$ cat src/slat_pkg.sv
`default_nettype none

package slat_pkg;

   localparam int LINE_DEPTH_DEF    = 32;
   localparam int DISPLAY_WIDTH_DEF = 10;

   localparam logic [7:0]  CH_CR         = 8'h0D;
   localparam logic [7:0]  CH_LF         = 8'h0A;
   localparam logic [7:0]  CH_SPACE      = 8'h20;
   localparam logic [15:0] TIMEOUT_RESET = 16'd25;

   localparam logic MODE_BYTE    = 1'b0;
   localparam logic MODE_TICK    = 1'b1;
   localparam logic KIND_ECHO    = 1'b0;
   localparam logic KIND_DISPLAY = 1'b1;

   localparam int         CSR_ADDR_W       = 3;
   localparam logic [2:0] REG_IDLE_TIMEOUT = 3'd0;

   typedef enum logic [1:0] {
      ST_IDLE,
      ST_ECHO,
      ST_READ,
      ST_EMIT
   } state_type;

   typedef struct packed {
      logic take;
      logic start_flush;
      logic emit_next;
      logic finish;
   } cmd_type;

   typedef struct packed {
      logic is_byte;
      logic timeout_hit;
      logic echo_last;
      logic last_char;
   } sts_type;

endpackage

`default_nettype wire

$ cat src/serial_line_assembler_timeout.sv
// echo: result beat offered the cycle after the input beat is accepted
// line flush: echo beat (if any), store read, DISPLAY_WIDTH beats one per cycle unless stalled
// one item at a time: the next item is taken only once the previous one is finished
// a tick that hits the idle timeout: store read, then the DISPLAY_WIDTH display beats, no echo
// flush rate set by the single read port of the line store
// synchronous reset clears line fill, idle counter, typing flag; idle timeout resets to 25
`default_nettype none

module serial_line_assembler_timeout #(
   parameter int LINE_DEPTH    = slat_pkg::LINE_DEPTH_DEF,
   parameter int DISPLAY_WIDTH = slat_pkg::DISPLAY_WIDTH_DEF
) (
   input  wire logic                            clock,
   input  wire logic                            reset,
   input  wire logic                            req_tvalid,
   output logic                                 req_tready,
   input  wire logic [7:0]                      req_tdata,  // rx_byte
   input  wire logic                            req_tuser,  // mode
   output logic                                 rsp_tvalid,
   input  wire logic                            rsp_tready,
   output logic [7:0]                           rsp_tdata,  // char_out
   output logic                                 rsp_tuser,  // kind
   output logic                                 rsp_tlast,
   input  wire logic                            csr_psel,
   input  wire logic                            csr_penable,
   input  wire logic                            csr_pwrite,
   input  wire logic [slat_pkg::CSR_ADDR_W-1:0] csr_paddr,
   input  wire logic [31:0]                     csr_pwdata,
   output logic [31:0]                          csr_prdata,
   output logic                                 csr_pready
);
   import slat_pkg::*;

   cmd_type     cmd;
   sts_type     sts;
   logic [15:0] timeout_ff;
   logic [15:0] timeout_in;
   logic        reg_sel;

   assign csr_pready = 1'b1;
   assign reg_sel    = csr_paddr == REG_IDLE_TIMEOUT;

   always_comb begin
      timeout_in = timeout_ff;
      if (csr_psel && csr_penable && csr_pwrite && csr_pready && reg_sel) begin
         timeout_in = csr_pwdata[15:0];
      end
   end

   always_ff @(posedge clock) begin
      if (reset) begin
         timeout_ff <= TIMEOUT_RESET;
      end else begin
         timeout_ff <= timeout_in;
      end
   end

   assign csr_prdata = reg_sel ? {16'd0, timeout_ff} : 32'd0;

   slat_ctl u_ctl (
      .clock      (clock),
      .reset      (reset),
      .req_tvalid (req_tvalid),
      .req_tready (req_tready),
      .rsp_tvalid (rsp_tvalid),
      .rsp_tready (rsp_tready),
      .cmd        (cmd),
      .sts        (sts)
   );

   slat_dp #(
      .LINE_DEPTH    (LINE_DEPTH),
      .DISPLAY_WIDTH (DISPLAY_WIDTH)
   ) u_dp (
      .clock        (clock),
      .reset        (reset),
      .cmd          (cmd),
      .sts          (sts),
      .req_tuser    (req_tuser),
      .req_tdata    (req_tdata),
      .idle_timeout (timeout_ff),
      .rsp_tuser    (rsp_tuser),
      .rsp_tdata    (rsp_tdata),
      .rsp_tlast    (rsp_tlast)
   );

endmodule

`default_nettype wire

$ cat src/slat_ctl.sv
`default_nettype none

module slat_ctl (
   input  wire logic             clock,
   input  wire logic             reset,
   input  wire logic             req_tvalid,
   output logic                  req_tready,
   output logic                  rsp_tvalid,
   input  wire logic             rsp_tready,
   output slat_pkg::cmd_type     cmd,
   input  wire slat_pkg::sts_type sts
);
   import slat_pkg::*;

   state_type state_ff;
   state_type state_in;

   always_ff @(posedge clock) begin
      if (reset) begin
         state_ff <= ST_IDLE;
      end else begin
         state_ff <= state_in;
      end
   end

   // next state
   always_comb begin
      state_in = state_ff;
      unique case (state_ff)
         ST_IDLE: begin
            if (req_tvalid) begin
               if (sts.is_byte) begin
                  state_in = ST_ECHO;
               end else if (sts.timeout_hit) begin
                  state_in = ST_READ;
               end
            end
         end
         ST_ECHO: begin
            if (rsp_tready) begin
               state_in = sts.echo_last ? ST_IDLE : ST_READ;
            end
         end
         ST_READ: begin
            state_in = ST_EMIT;
         end
         ST_EMIT: begin
            if (rsp_tready && sts.last_char) begin
               state_in = ST_IDLE;
            end
         end
         default: state_in = ST_IDLE;
      endcase
   end

   // outputs
   always_comb begin
      req_tready      = 1'b0;
      rsp_tvalid      = 1'b0;
      cmd             = '0;
      unique case (state_ff)
         ST_IDLE: begin
            req_tready = 1'b1;
            cmd.take   = req_tvalid;
         end
         ST_ECHO: begin
            rsp_tvalid = 1'b1;
         end
         ST_READ: begin
            cmd.start_flush = 1'b1;
         end
         ST_EMIT: begin
            rsp_tvalid    = 1'b1;
            cmd.emit_next = rsp_tready && !sts.last_char;
            cmd.finish    = rsp_tready && sts.last_char;
         end
         default: begin
            req_tready = 1'b0;
         end
      endcase
   end

   a_one_side: assert property (@(posedge clock) disable iff (reset)
      !(req_tready && rsp_tvalid))
      else $error("input and result side active together");

   a_read_emit: assert property (@(posedge clock) disable iff (reset)
      (state_ff == ST_READ) |=> (state_ff == ST_EMIT))
      else $error("read cycle not followed by emit");

   a_flush_end: assert property (@(posedge clock) disable iff (reset)
      (state_ff == ST_EMIT && rsp_tready && sts.last_char) |=>
      (state_ff == ST_IDLE && req_tready))
      else $error("flush did not return to idle");

endmodule

`default_nettype wire

$ cat src/slat_dp.sv
`default_nettype none

module slat_dp #(
   parameter int LINE_DEPTH    = slat_pkg::LINE_DEPTH_DEF,
   parameter int DISPLAY_WIDTH = slat_pkg::DISPLAY_WIDTH_DEF
) (
   input  wire logic              clock,
   input  wire logic              reset,
   input  wire slat_pkg::cmd_type cmd,
   output slat_pkg::sts_type      sts,
   input  wire logic              req_tuser,
   input  wire logic [7:0]        req_tdata,
   input  wire logic [15:0]       idle_timeout,
   output logic                   rsp_tuser,
   output logic [7:0]             rsp_tdata,
   output logic                   rsp_tlast
);
   import slat_pkg::*;

   localparam int ADDR_W = $clog2(LINE_DEPTH);
   localparam int IDX_W  = (DISPLAY_WIDTH > 1) ? $clog2(DISPLAY_WIDTH) : 1;
   localparam int CMP_W  = ((IDX_W > ADDR_W) ? IDX_W : ADDR_W) + 1;

   logic [7:0]        line_mem [LINE_DEPTH];
   logic [7:0]        rd_data_ff;
   logic [ADDR_W-1:0] fill_ff,    fill_in;
   logic [15:0]       idle_ff,    idle_in;
   logic              active_ff,  active_in;
   logic [IDX_W-1:0]  idx_ff,     idx_in;
   logic              hit_ff,     hit_in;
   logic              kind_ff,    kind_in;
   logic [7:0]        echo_ff,    echo_in;
   logic              echo_last_ff, echo_last_in;

   logic              is_end;
   logic              room;
   logic [15:0]       idle_inc;
   logic              wr_en;
   logic              rd_en;
   logic [CMP_W-1:0]  idx_wide;
   logic [ADDR_W-1:0] rd_addr;
   logic              char_last;

   assign is_end    = (req_tdata == CH_CR) || (req_tdata == CH_LF);
   assign room      = fill_ff < ADDR_W'(LINE_DEPTH - 1);
   assign idle_inc  = idle_ff + 16'd1;
   assign char_last = idx_ff == IDX_W'(DISPLAY_WIDTH - 1);

   assign sts.is_byte     = req_tuser == MODE_BYTE;
   assign sts.timeout_hit = active_ff && (idle_inc >= idle_timeout);
   assign sts.echo_last   = echo_last_ff;
   assign sts.last_char   = char_last;

   assign wr_en    = cmd.take && (req_tuser == MODE_BYTE) && !is_end && room;
   assign rd_en    = cmd.start_flush || cmd.emit_next;
   assign idx_wide = CMP_W'(idx_in);
   assign rd_addr  = idx_wide[ADDR_W-1:0];

   always_comb begin
      fill_in      = fill_ff;
      idle_in      = idle_ff;
      active_in    = active_ff;
      idx_in       = idx_ff;
      hit_in       = hit_ff;
      kind_in      = kind_ff;
      echo_in      = echo_ff;
      echo_last_in = echo_last_ff;
      if (cmd.take) begin
         if (req_tuser == MODE_BYTE) begin
            echo_in      = req_tdata;
            echo_last_in = !is_end;
            kind_in      = KIND_ECHO;
            idle_in      = '0;
            active_in    = 1'b1;
            if (wr_en) begin
               fill_in = fill_ff + ADDR_W'(1);
            end
         end else if (active_ff) begin
            idle_in = idle_inc;
         end
      end
      if (cmd.start_flush) begin
         idx_in  = '0;
         kind_in = KIND_DISPLAY;
      end else if (cmd.emit_next) begin
         idx_in = idx_ff + IDX_W'(1);
      end
      if (rd_en) begin
         hit_in = idx_wide < CMP_W'(fill_ff);
      end
      if (cmd.finish) begin
         fill_in   = '0;
         idle_in   = '0;
         active_in = 1'b0;
      end
   end

   always_ff @(posedge clock) begin
      if (reset) begin
         fill_ff   <= '0;
         idle_ff   <= '0;
         active_ff <= 1'b0;
         kind_ff   <= KIND_ECHO;
      end else begin
         fill_ff   <= fill_in;
         idle_ff   <= idle_in;
         active_ff <= active_in;
         kind_ff   <= kind_in;
      end
   end

   always_ff @(posedge clock) begin
      idx_ff       <= idx_in;
      hit_ff       <= hit_in;
      echo_ff      <= echo_in;
      echo_last_ff <= echo_last_in;
   end

   // line store
   always_ff @(posedge clock) begin
      if (wr_en) begin
         line_mem[fill_ff] <= req_tdata;
      end
   end

   always_ff @(posedge clock) begin
      if (rd_en) begin
         rd_data_ff <= line_mem[rd_addr];
      end
   end

   assign rsp_tuser = kind_ff;
   assign rsp_tdata = (kind_ff == KIND_ECHO) ? echo_ff : (hit_ff ? rd_data_ff : CH_SPACE);
   assign rsp_tlast = (kind_ff == KIND_ECHO) ? echo_last_ff : char_last;

endmodule

`default_nettype wire

$ cat config.mk
export PLATFORM = sky130hd
export DESIGN_NAME = serial_line_assembler_timeout
export DESIGN_NICKNAME = d
export VERILOG_FILES = /design/src/slat_pkg.sv /design/src/serial_line_assembler_timeout.sv /design/src/slat_ctl.sv /design/src/slat_dp.sv
export SDC_FILE = /design/constraint.sdc
export NUM_CORES = 1
export LEC_CHECK = 0
export BUFFER_PORTS_ARGS = -buffer_cell sky130_fd_sc_hd__clkbuf_2
export CAP_MARGIN = 10
export CORE_MARGIN = 8
export CORE_UTILIZATION = 60
export CTS_CLUSTER_DIAMETER = 120
export DETAILED_ROUTE_END_ITERATION = 6
export MAX_ROUTING_LAYER = met4
export PLACE_DENSITY_LB_ADDON = 0.25
export RECOVER_POWER = 100
export SYNTH_ARGS = -nofsm -noshare
export SYNTH_HDL_FRONTEND = slang
export SYNTH_SLANG_ARGS = --single-unit
export TNS_END_PERCENT = 1
$ cat constraint.sdc
create_clock -name clock -period 5 [get_ports clock]
set_input_delay 1 -clock clock [delete_from_list [all_inputs] [get_ports clock]]
set_output_delay 1 -clock clock [all_outputs]
set_load 0.02 [all_outputs]
; After elaboration in Yosys (flattened, before gate mapping)
; Memories as Yosys holds them, arrays and structs flattened. A register that Yosys moved wholly into a read port is not among the register bits.
; Cells that the tools add are included.
[word_totals]
wordCells = 78
inputBits = 51
register_bits = 55
out_inout_bits = 45
n_memories = 1
mem_bits_rw = 256
[memory_table]
columns = memory, words, word_bits, read_ports, rd_ports_with_merged_regs, write_ports, line_no
row1 = u_dp.line_mem, 32, 8, 1, 1, 1, slat_dp.sv:24  ; logic [7:0] line_mem [LINE_DEPTH];
[classes]
eq_ne = 12
reduce_logical = 23
add_sub_neg = 3
mux = 25
n_bitwise = 1
n_lt_le_gt_ge = 3
[ops]
columns = operator, count
row1 = $mux W16, 3
row2 = $add A16 B1 Y16 const B, 1
row3 = $eq A8 B4 Y1 const B, 2
row4 = $ge A16 B16 Y1, 1
row5 = $mux W8, 2
row6 = $mux W2, 7
row7 = $mux W1, 10
row8 = $logic_and A1 B1 Y1, 9
row9 = $mux W4, 2
row10 = $pmux W2 S4, 1
row11 = $ne A2 B1 Y1 const B, 3
row12 = $reduce_and A2 Y1, 3
row13 = $add A5 B1 Y5 const B, 1
row14 = $lt A4 B5 Y1, 1
row15 = $lt A5 B5 Y1 const B, 1
row16 = $add A4 B1 Y4 const B, 1
row17 = $eq A2 B2 Y1 const B, 2
row18 = $eq A4 B4 Y1 const B, 1
row19 = $ne A2 B2 Y1 const B, 2
row20 = $reduce_and A4 Y1, 1
row21 = $reduce_or A2 Y1, 2
row22 = $logic_not A3 Y1, 1
row23 = $ne A3 B3 Y1 const B, 1
row24 = $reduce_and A3 Y1, 1
row25 = other kinds (6), 8

; Logic depth before layout (Yosys ltp)
; Gate-level depths: netlist (run 1).
[logic_depth]
depth_word = 7
ltp_mapped = 14
depth_no_buf = 11

; Cells and area by module
; Synthesis (run 1) repeated with hierarchy kept, for this count alone.
[hier_totals]
hier_cells = 753
hier_area_um2 = 8899.8
[modules_own_cells]
columns = module, n_inst, seq_area_each_um2, area_per_inst_um2, cells_per_inst
row1 = slat_dp, 1, 4924.7, 7759.9, 625
row2 = serial_line_assembler_timeout, 1, 320.3, 984.7, 107
row3 = slat_ctl, 1, 40.0, 155.1, 21

; Worst setup path after synthesis (run 1)
; Ideal clock, no wire load.
[synth_timing]
kind = input -> register
startpoint = in req_tuser
endpoint = mem u_dp.line_mem[15][0], enable pin
path_buffers = 1
setup_ns = 0.370
slack_ns = 1.894
path_stages = 6
t_arrival_ns = 2.736
t_required_ns = 4.630
cell_sequence = nand2b_1 -> nor3_2 -> and3_1 -> clkbuf_1 -> nand2_1 -> nor2_1
[synth_between]
elab_chain_cells = 6
[synth_rtl]
columns = element, line_no
row1 = "start, declared", serial_line_assembler_timeout.sv:18  ; input wire logic req_tuser,
row2 = $not A1 Y1 (no line), n/a
row3 = $logic_and A1 B1 Y1 (3 in series), slat_dp.sv:54  ; assign wr_en = cmd.take && (req_tuser == MODE_BYTE) && !is_end && room;
row4 = $mux W1, slat_dp.sv:121  ; if (wr_en) begin
row5 = $mux W1 (implied by the code), slat_dp.sv:122  ; line_mem[fill_ff] <= req_tdata;
row6 = "end, declared", slat_dp.sv:24
; Every way passes these cells.

; Worst setup path in the final report (run 1)
[layout_timing]
startpoint = reg u_dp.idx_ff[1]
endpoint = reg u_dp.rd_data_ff[1], read port of u_dp.line_mem (data pin)
[layout_between]
elab_chain_cells = 6
elab_cells_between_ends = 8
classes_between = add/sub (1) / eq/ne (1) / mux (3) / reduce/logical (3)
[layout_rtl]
columns = element, line_no
row1 = "start, declared", slat_dp.sv:29  ; logic [IDX_W-1:0] idx_ff, idx_in;
row2 = "start signal, assigned", slat_dp.sv:113  ; idx_ff <= idx_in;
row3 = $eq A4 B4 Y1, slat_dp.sv:47  ; assign char_last = idx_ff == IDX_W'(DISPLAY_WIDTH - 1);
row4 = $logic_not A1 Y1, slat_ctl.sv:74  ; cmd.emit_next = rsp_tready && !sts.last_char;
row5 = $logic_and A1 B1 Y1, slat_ctl.sv:74
row6 = $mux W2, slat_ctl.sv:61  ; unique case (state_ff)
row7 = $mux W4, slat_dp.sv:85  ; end else if (cmd.emit_next) begin
row8 = $mux W4, slat_dp.sv:82  ; if (cmd.start_flush) begin
row9 = "end, declared", slat_dp.sv:25  ; logic [7:0] rd_data_ff;
; Several ways; a longest one is shown, not always the timed one.
; A chain may end at the register's enable or synchronous reset.

==> impl_summary.md, run 1 <==
Synth
In the post-synthesis netlist, the biggest area contributors are sky130_fd_sc_hd__edfxtp_1, sky130_fd_sc_hd__dfxtp_1, sky130_fd_sc_hd__ha_1. sky130_fd_sc_hd__edfxtp_1 takes more of the synthesized area than any other cell. Of the post-synthesis cell area, the dominant cell type holds 0.452. The count of flip-flops with a built-in enable after synthesis is 146. The post-synthesis cell type count is 70. Among all flip-flop cells after synthesis, the most frequent one is sky130_fd_sc_hd__edfxtp_1. The proportion of synthesized flip-flops having asynchronous set or reset is 0. Synthesis handed over a netlist of 901 instances. For this run, the register share of the synthesized area comes to 0.545.

The post-synthesis cell area is 9700 um2. During synthesis, Yosys emitted a total of 0 warnings. After synthesis, the mean cell area works out to 10.8 um2. The register bit total from synthesis is 191.

Drt
Before antenna repair, the detailed router went through 5 iterations. The total number of vias is 7316. The number of design rule violations left after detail routing is 0. The final wirelength is 24.4 mm. The number of DRC markers in iteration 0 is 860. The via count normalized by instance count is 6.27. In the final routed layout, each cell accounts on average for 20.9 um. The count of nets left with antenna violations once routing finished came out at 0.

Outcome
The flow ran to the end, and the final reports show no timing, DRC or antenna violations.

Global routing
The number of antenna violations at the first check in global routing was 0. The overall routing resource usage is 0.257. The sum of overflow across all layers after global routing is 0. The via count of the first global-routing pass is 6885. The first global-routing pass estimated 38.6 mm of wire.

The maximum number of pins on one net before global-route repair is 45.

Clock network
The tree built by TritonCTS fans out to 191 sinks. The number of H-tree levels is 4. The clock latency reported for the late side of the worst-skew pair is 0.44 ns. Counting along the longest clock path gives a buffer depth of 2. CTS placed an instance of sky130_fd_sc_hd__clkbuf_16 at the clock tree root. The buffers inserted during post-CTS setup optimization is 0. The quantity of hold-fixing buffers added after cts is 0. TritonCTS built the clock tree. The clock edge transition at the registers on the reported setup and hold paths is 0.07 ns. Buffers inserted during clock tree synthesis total 17. The number of resized instances in the post-cts repair step is 0.

Layout
The share of the core filled with cells in the final layout is 0.667. In the layout the commonest cells are sky130_fd_sc_hd__edfxtp_1, sky130_fd_sc_hd__nor2_1, sky130_fd_sc_hd__nand2_1. The number of antenna diodes in the final layout is 0. The library cell used most frequently in the layout, excluding fill and tap cells, is sky130_fd_sc_hd__edfxtp_1. The count of filler cells inserted in the layout is 1211.

The fraction of layout cells with a size suffix above 1 is 0.110. The number of nets in the final layout is 1015. The layout-stage area growth over the synthesis result is 8.86%.

Placed design
The HPWL after detailed placement is 16.1 mm. The number of buffer cells added on primary ports is 62. At the end of routability-driven placement, the weighted congestion stood at 0.858.

Floorplanning
The floorplan has 46 rows. The count of boundary I/O pins is 96. The die covers 20500 um2. In this run the horizontal extent of the chip is 143 um.

For this configuration, the core starts out at a cell density of 0.613. The die is 143 um tall. The core region is 15800 um2.

STA
The number of pins exceeding their max-slew limit in the final report is 0. The portion of the clock cycle consumed by the worst path in the final layout is 0.846. The final total negative setup slack is 0 ns.

The clock period could shrink to 4.23 ns. The final number of hold-violating endpoints is 0. Setup repair after global routing left no endpoint under its margin.

The slew at the pin closest to its max-slew limit is 1.12 ns. The relative slew slack is 0.246. On the final layout, the worst clock skew is 0.0115 ns. Timing would allow up to 236 MHz. The final count of negative-setup-slack endpoints is 0.

Worst hold path
The startpoint of the most critical hold path is timeout_ff[11]$_SDFFE_PP0P_. The endpoint of the worst hold-timing path is timeout_ff[11]$_SDFFE_PP0P_. The min-delay analysis places its worst path in the category reg -> reg.

The worst hold path cell count is 2.

Power and ir drop
The power density over the cells is 333 nW/um2. The worst ir drop on vdd is 261 uV. The analysis attributes to cell leakage a power of 3.55 nW.

Setup path
Of all nets on the critical path, the largest fanout is 23. The data required time at the worst endpoint is 5.13 ns. The startpoint identified for the worst register-to-register timing path is u_dp.idx_ff[1]$_DFF_P_. The startpoint-to-endpoint class of the critical path is reg -> reg. The worst register-to-register path has a depth of 8. The setup check on the worst reg-to-reg path leaves a slack of 0.77 ns. The worst setup path is captured at a flip-flop.

In this run the critical register-to-register path is captured at u_dp.rd_data_ff[1]$_DFFE_PP_. The sort of element at the start of the critical path is a flip-flop. The critical path arrival is 4.36 ns.

Run
The tool flagged a number of max-cap violations equal to 0.
[final cells by class]
| type | instances | area (um2) | area share |
|---|---|---|---|
| clock buffers | 17 | 425 | 0.0403 |
| clock inverters | 15 | 176 | 0.0167 |
| inverters | 40 | 150 | 0.0142 |
| multi-input cells | 608 | 3860 | 0.366 |
| flip-flops and latches | 191 | 5290 | 0.501 |
| well taps | 216 | 270 | 0.0256 |
| repair buffers | 80 | 390 | 0.0370 |
[cells in the mapped netlist (6+ instances only)]
| master | count |
|---|---|
| sky130_fd_sc_hd__edfxtp_1 | 146 |
| sky130_fd_sc_hd__nor2_1 | 56 |
| sky130_fd_sc_hd__nand2_1 | 53 |
| sky130_fd_sc_hd__a21oi_1 | 47 |
| sky130_fd_sc_hd__o21ai_0 | 46 |
| sky130_fd_sc_hd__dfxtp_1 | 45 |
| sky130_fd_sc_hd__nor3_1 | 43 |
| sky130_fd_sc_hd__inv_1 | 38 |
| sky130_fd_sc_hd__or3_1 | 27 |
| sky130_fd_sc_hd__ha_1 | 26 |
| sky130_fd_sc_hd__a211oi_1 | 24 |
| sky130_fd_sc_hd__clkbuf_1 | 24 |
| sky130_fd_sc_hd__buf_2 | 22 |
| sky130_fd_sc_hd__buf_4 | 22 |
| sky130_fd_sc_hd__nand2b_1 | 22 |
| sky130_fd_sc_hd__a21o_1 | 20 |
| sky130_fd_sc_hd__and2_1 | 18 |
| sky130_fd_sc_hd__nand4_1 | 18 |
| sky130_fd_sc_hd__nand3_1 | 15 |
| sky130_fd_sc_hd__o2111ai_1 | 15 |
| sky130_fd_sc_hd__a221oi_1 | 14 |
| sky130_fd_sc_hd__xnor2_1 | 13 |
| sky130_fd_sc_hd__a211o_1 | 11 |
| sky130_fd_sc_hd__o211ai_1 | 11 |
| sky130_fd_sc_hd__o21ai_1 | 10 |
| sky130_fd_sc_hd__a21oi_2 | 8 |
| sky130_fd_sc_hd__o311ai_0 | 8 |
| sky130_fd_sc_hd__o2bb2ai_1 | 7 |
| sky130_fd_sc_hd__o31ai_1 | 7 |
| sky130_fd_sc_hd__a31oi_1 | 6 |
| sky130_fd_sc_hd__and3_1 | 6 |
[power breakdown]
part / leakage, nW / internal [mW] / switching (mW) / total [mW]
registers: 1.68 / 1.73 / 0.0136 / 1.74
logic: 1.58 / 0.125 / 0.275 / 0.399
clock network: 0.293 / 0.753 / 0.627 / 1.38
total: 3.55 / 2.61 / 0.915 / 3.52
[worst max-delay path, cell delays in order, from the launching register on]
cell	delay, ns
sky130_fd_sc_hd__dfxtp_1	0.44
sky130_fd_sc_hd__inv_1	0.51
sky130_fd_sc_hd__ha_1	0.29
sky130_fd_sc_hd__and3b_1	0.58
sky130_fd_sc_hd__o211a_1	0.60
sky130_fd_sc_hd__nor2_4	0.05
sky130_fd_sc_hd__buf_4	0.25
sky130_fd_sc_hd__o311ai_0	0.98
sky130_fd_sc_hd__nand4_1	0.20
[routing by layer]
metal,GRT usage,share of wire
met5,-,0
met4,0.103,0.030
met3,0.0601,0.10
met2,0.375,0.46
met1,0.339,0.41
[metrics by stage]
stage | total power, mW | setup WS [ns] | std cells | area [um2] | hold WS, ns
final | 3.52 | 0.768 | 1167 | 10600 | 0.473
after floorplan | 2.04 | 1.89 | 916 | 9750 | 0.445
after global routing | 3.63 | 0.560 | 1167 | 10600 | 0.501
after CTS | 3.53 | 1.21 | 1167 | 10600 | 0.473
after detailed placement | 2.17 | 1.21 | 1135 | 10000 | 0.462
after global placement | 2.16 | 1.26 | 1135 | 10000 | 0.454
[how the worst max path moves through the flow]
| stage | from | endpoint | slack [ns] | cells past startpoint |
|---|---|---|---|---|
| 2_1_floorplan | req_tuser | u_dp.line_mem[15][0]$_DFFE_PP_ | 1.89 | 6 |
| 3_3_place_gp | u_dp.idx_ff[1]$_DFF_P_ | u_dp.rd_data_ff[1]$_DFFE_PP_ | 1.26 | 7 |
| 3_5_place_dp | u_dp.idx_ff[1]$_DFF_P_ | u_dp.rd_data_ff[1]$_DFFE_PP_ | 1.21 | 7 |
| 4_1_cts | u_dp.idx_ff[1]$_DFF_P_ | u_dp.rd_data_ff[1]$_DFFE_PP_ | 1.21 | 7 |
| 5_1_grt | u_dp.idx_ff[1]$_DFF_P_ | u_dp.rd_data_ff[7]$_DFFE_PP_ | 0.56 | 9 |
| 6_report | u_dp.idx_ff[1]$_DFF_P_ | u_dp.rd_data_ff[1]$_DFFE_PP_ | 0.77 | 8 |
[flip-flops by register name, indices dropped and copies added, names as in the netlist, 2 cells and up]
name             flops
u_dp.line_mem      128
timeout_ff          16
u_dp.idle_ff        16
u_dp.echo_ff         8
u_dp.rd_data_ff      8
u_dp.fill_ff         5
u_dp.idx_ff          4
u_ctl.state_ff       2
[kinds of logic (layout without fill, tap and decap cells)]
family | after synthesis | in the layout | share of synthesized area
multiplexers | 5 | 5 | 0.00542
adder cells (fa/ha/maj) | 26 | 26 | 0.0335
flip-flops | 191 | 191 | 0.545
AND/OR/NAND/NOR | 289 | 289 | 0.157
XOR/XNOR | 18 | 18 | 0.0163
buffers and inverters | 117 | 152 | 0.0606
other | 2 | 17 | 0.000774
AO/OA/AOI/OAI | 253 | 253 | 0.181
(Power assumes the default switching activity.)
==> run 2: changes to the inputs <==
--- a/config.mk
+++ b/config.mk
@@ -8,7 +8,7 @@
 export BUFFER_PORTS_ARGS = -buffer_cell sky130_fd_sc_hd__clkbuf_2
 export CAP_MARGIN = 10
 export CORE_MARGIN = 8
-export CORE_UTILIZATION = 60
+export CORE_UTILIZATION = 54
 export CTS_CLUSTER_DIAMETER = 120
 export DETAILED_ROUTE_END_ITERATION = 6
 export MAX_ROUTING_LAYER = met4
==> constraint.sdc (replaced) <==
create_clock -name clock -period 3.49 [get_ports clock]
set_input_delay 0.698 -clock clock [delete_from_list [all_inputs] [get_ports clock]]
set_output_delay 0.698 -clock clock [all_outputs]
set_load 0.02 [all_outputs]
==> impl_summary.md, run 2 (synthesized netlist as in run 1, its figures left out) <==
Drt
The final wirelength is 25.1 mm (was 24.4 mm). The count of TritonRoute iterations in the first routing pass is 5 (unchanged). The antenna violation net count after detailed routing is 0 (unchanged). The total number of vias came to 7336 (was 7316). The number of design rule violations left after detail routing was 0 (unchanged). The number of DRC markers in iteration 0 came to 722 (was 860). The via count normalized by instance count came to 6.10 (was 6.27). The final routed wire length divided by cell count is 20.9 um (about the same).

Worst hold path
The worst hold path cell count is 2 (unchanged). The startpoint of the most critical hold path is csr_pwdata[3] (was timeout_ff[11]$_SDFFE_PP0P_). The class of the tightest hold or removal check is in -> reg (was reg -> reg). The endpoint of the worst hold-timing path is timeout_ff[3]$_SDFFE_PP1P_ (was timeout_ff[11]$_SDFFE_PP0P_).

Clock network
The number of resized instances in the post-cts repair step came to 0 (unchanged). The buffers inserted during post-CTS setup optimization came to 0 (unchanged). The number of buffers on the longest clock path is 2 (unchanged). The total clock sinks came to 191 (unchanged). The TritonCTS clock tree was done (unchanged). The number of H-tree levels is 4 (unchanged).

The number of buffers created by CTS is 17 (unchanged). The clock root buffer was sky130_fd_sc_hd__clkbuf_16 (unchanged). The clock edge transition at the registers on the reported setup and hold paths was 0.07 ns (about the same). The quantity of hold-fixing buffers added after cts was 0 (unchanged).

The clock latency reported for the late side of the worst-skew pair is 0.44 ns (about the same).

Floorplanning
The effective utilization at floorplan is 0.545 (was 0.613). The horizontal die dimension is 150 um (was 143 um). The floorplan die height was 150 um (was 143 um). The count of boundary I/O pins is 96 (unchanged). The site row count is 49 (was 46).

The core area is 17800 um2 (was 15800 um2). The full die area is 22500 um2 (was 20500 um2).

Layout
The fraction of layout cells with a size suffix above 1 is 0.125 (was 0.110). Top flop regs: u_dp.line_mem: 128 flops, timeout_ff: 16 flops, u_dp.idle_ff: 16 flops (unchanged). The most frequent standard cell in the layout excluding fill and tap cells is sky130_fd_sc_hd__edfxtp_1 (unchanged).

The layout-stage area growth over the synthesis result was 10.7% (was 8.86%). The share of the core filled with cells in the final layout is 0.604 (was 0.667). The number of nets in the final layout is 1037 (was 1015). Commonest cells after routing, fill and taps aside: sky130_fd_sc_hd__edfxtp_1, sky130_fd_sc_hd__nor2_1, sky130_fd_sc_hd__nand2_1 (unchanged). The flip-flop count of the largest register, all copies and words added is 128 (unchanged). The register name with the most flops is u_dp.line_mem (unchanged). The count of antenna diodes in the layout is 0 (unchanged).

Global routing
The via count of the first global-routing pass is 6901 (was 6885). The overall routing resource usage is 0.233 (was 0.257). The number of antenna violations at the first check in global routing is 0 (unchanged). The maximum number of pins on one net before global-route repair was 45 (unchanged).

The sum of overflow across all layers after global routing came to 0 (unchanged). The wire length of the first global-routing pass is 38.7 mm (was 38.6 mm).

Setup path
The largest driver fanout on the critical path came to 24 (was 23). The sort of element at the start of the critical path is a flip-flop (unchanged). The endpoint of the lowest-slack register-to-register path is u_dp.rd_data_ff[6]$_DFFE_PP_ (was u_dp.rd_data_ff[1]$_DFFE_PP_). The number of cells on the worst reg-to-reg path is 7 (was 8). The startpoint of the worst register-to-register path is u_dp.idx_ff[2]$_DFF_P_ (was u_dp.idx_ff[1]$_DFF_P_).

The start point of the critical path is u_dp.idx_ff[2]$_DFF_P_ (was u_dp.idx_ff[1]$_DFF_P_). The minimum setup slack among reg-to-reg paths is 0.24 ns (was 0.77 ns). The critical path endpoint category is a flip-flop (unchanged). The startpoint-to-endpoint class of the critical path was reg -> reg (unchanged). The critical path arrival is 3.45 ns (was 4.36 ns). The data required time at the worst endpoint is 3.69 ns (was 5.13 ns).

STA
The slew at the pin closest to its max-slew limit came to 1.01 ns (was 1.12 ns). The upper clock frequency limit is 308 MHz (was 236 MHz). The clock tree skew after final layout is 0.00886 ns (was 0.0115 ns). The final total negative setup slack came to 0 ns (unchanged).

The portion of the clock cycle consumed by the worst path in the final layout came to 0.932 (was 0.846). The shortest clock period the worst path allows after layout is 3.25 ns (was 4.23 ns). The final number of hold-violating endpoints came to 0 (unchanged).

RSZ-0062 raised after global routing: false (unchanged). The final count of negative-setup-slack endpoints came to 0 (unchanged). The number of pins exceeding their max-slew limit in the final report is 0 (unchanged).

The worst hold slack after final layout was 0.467 ns (was 0.473 ns). The relative slew slack came to 0.325 (was 0.246).

Placed design
The HPWL after detailed placement is 17.1 mm (was 16.1 mm). The number of buffer cells added on primary ports is 62 (unchanged). The placer congestion estimate is 0.882 (was 0.858).

Power and ir drop
The power density over the cells is 481 nW/um2 (was 333 nW/um2). The worst ir drop on vdd was 372 uV (was 261 uV). The leakage power came to 3.63 nW (was 3.55 nW).

Run
The number of violations of the max-capacitance limit is 0 (unchanged).

Outcome
Outcome: finished clean (unchanged).
## run 2: layer usage
metal | GRT usage | part of all wire | routed length, um
met1 | 0.306 | 0.43 | 10800
met2 | 0.337 | 0.45 | 11300
met3 | 0.0608 | 0.088 | 2200
met4 | 0.0960 | 0.030 | 762
met5 | - | 0 | 0
## run 2: final cells by class
type                    instances  area (um2)
repair buffers                102         526
fillers                      1508        7040
clock inverters                14         205
multi-input cells             608        3860
flip-flops and latches        191        5290
well taps                     229         287
inverters                      40         150
clock buffers                  18         429
## run 2: metrics by stage
stage | worst slack, ns | power [mW] | cells | cell area, um2
6_report | 0.238 | 5.17 | 1202 | 10700
5_1_grt | 0.0938 | 5.32 | 1202 | 10700
4_1_cts | 0.246 | 5.19 | 1202 | 10900
3_5_place_dp | 0.114 | 3.13 | 1170 | 10200
3_3_place_gp | 0.189 | 3.12 | 1170 | 10200
2_1_floorplan | 0.484 | 2.93 | 916 | 9750
## run 2: worst max-delay path, cell delays in order, from the launching register on
cell and delay (ns):
sky130_fd_sc_hd__dfxtp_1 0.54, sky130_fd_sc_hd__and3b_4 0.33, sky130_fd_sc_hd__o211a_2 0.41, sky130_fd_sc_hd__nor2_4 0.58
sky130_fd_sc_hd__inv_2 0.33, sky130_fd_sc_hd__o221a_1 0.31, sky130_fd_sc_hd__o32a_1 0.33, sky130_fd_sc_hd__and3_1 0.16
## run 2: power by group
group	total [mW]	switching (mW)	internal (mW)
clock network	2.10	0.883	1.21
logic	0.575	0.390	0.185
registers	2.49	0.0197	2.47
total	5.17	1.29	3.87
## run 2: worst max-delay path by stage
stage	depth (start not counted)	slack [ns]	end
floorplan	14	0.48	u_dp.hit_ff$_DFFE_PP_
global placement	8	0.19	u_dp.rd_data_ff[6]$_DFFE_PP_
detailed placement	8	0.11	u_dp.rd_data_ff[6]$_DFFE_PP_
CTS	7	0.25	u_dp.rd_data_ff[6]$_DFFE_PP_
global route	11	0.09	u_ctl.state_ff[1]$_SDFFE_PP0P_
finish	7	0.24	u_dp.rd_data_ff[6]$_DFFE_PP_
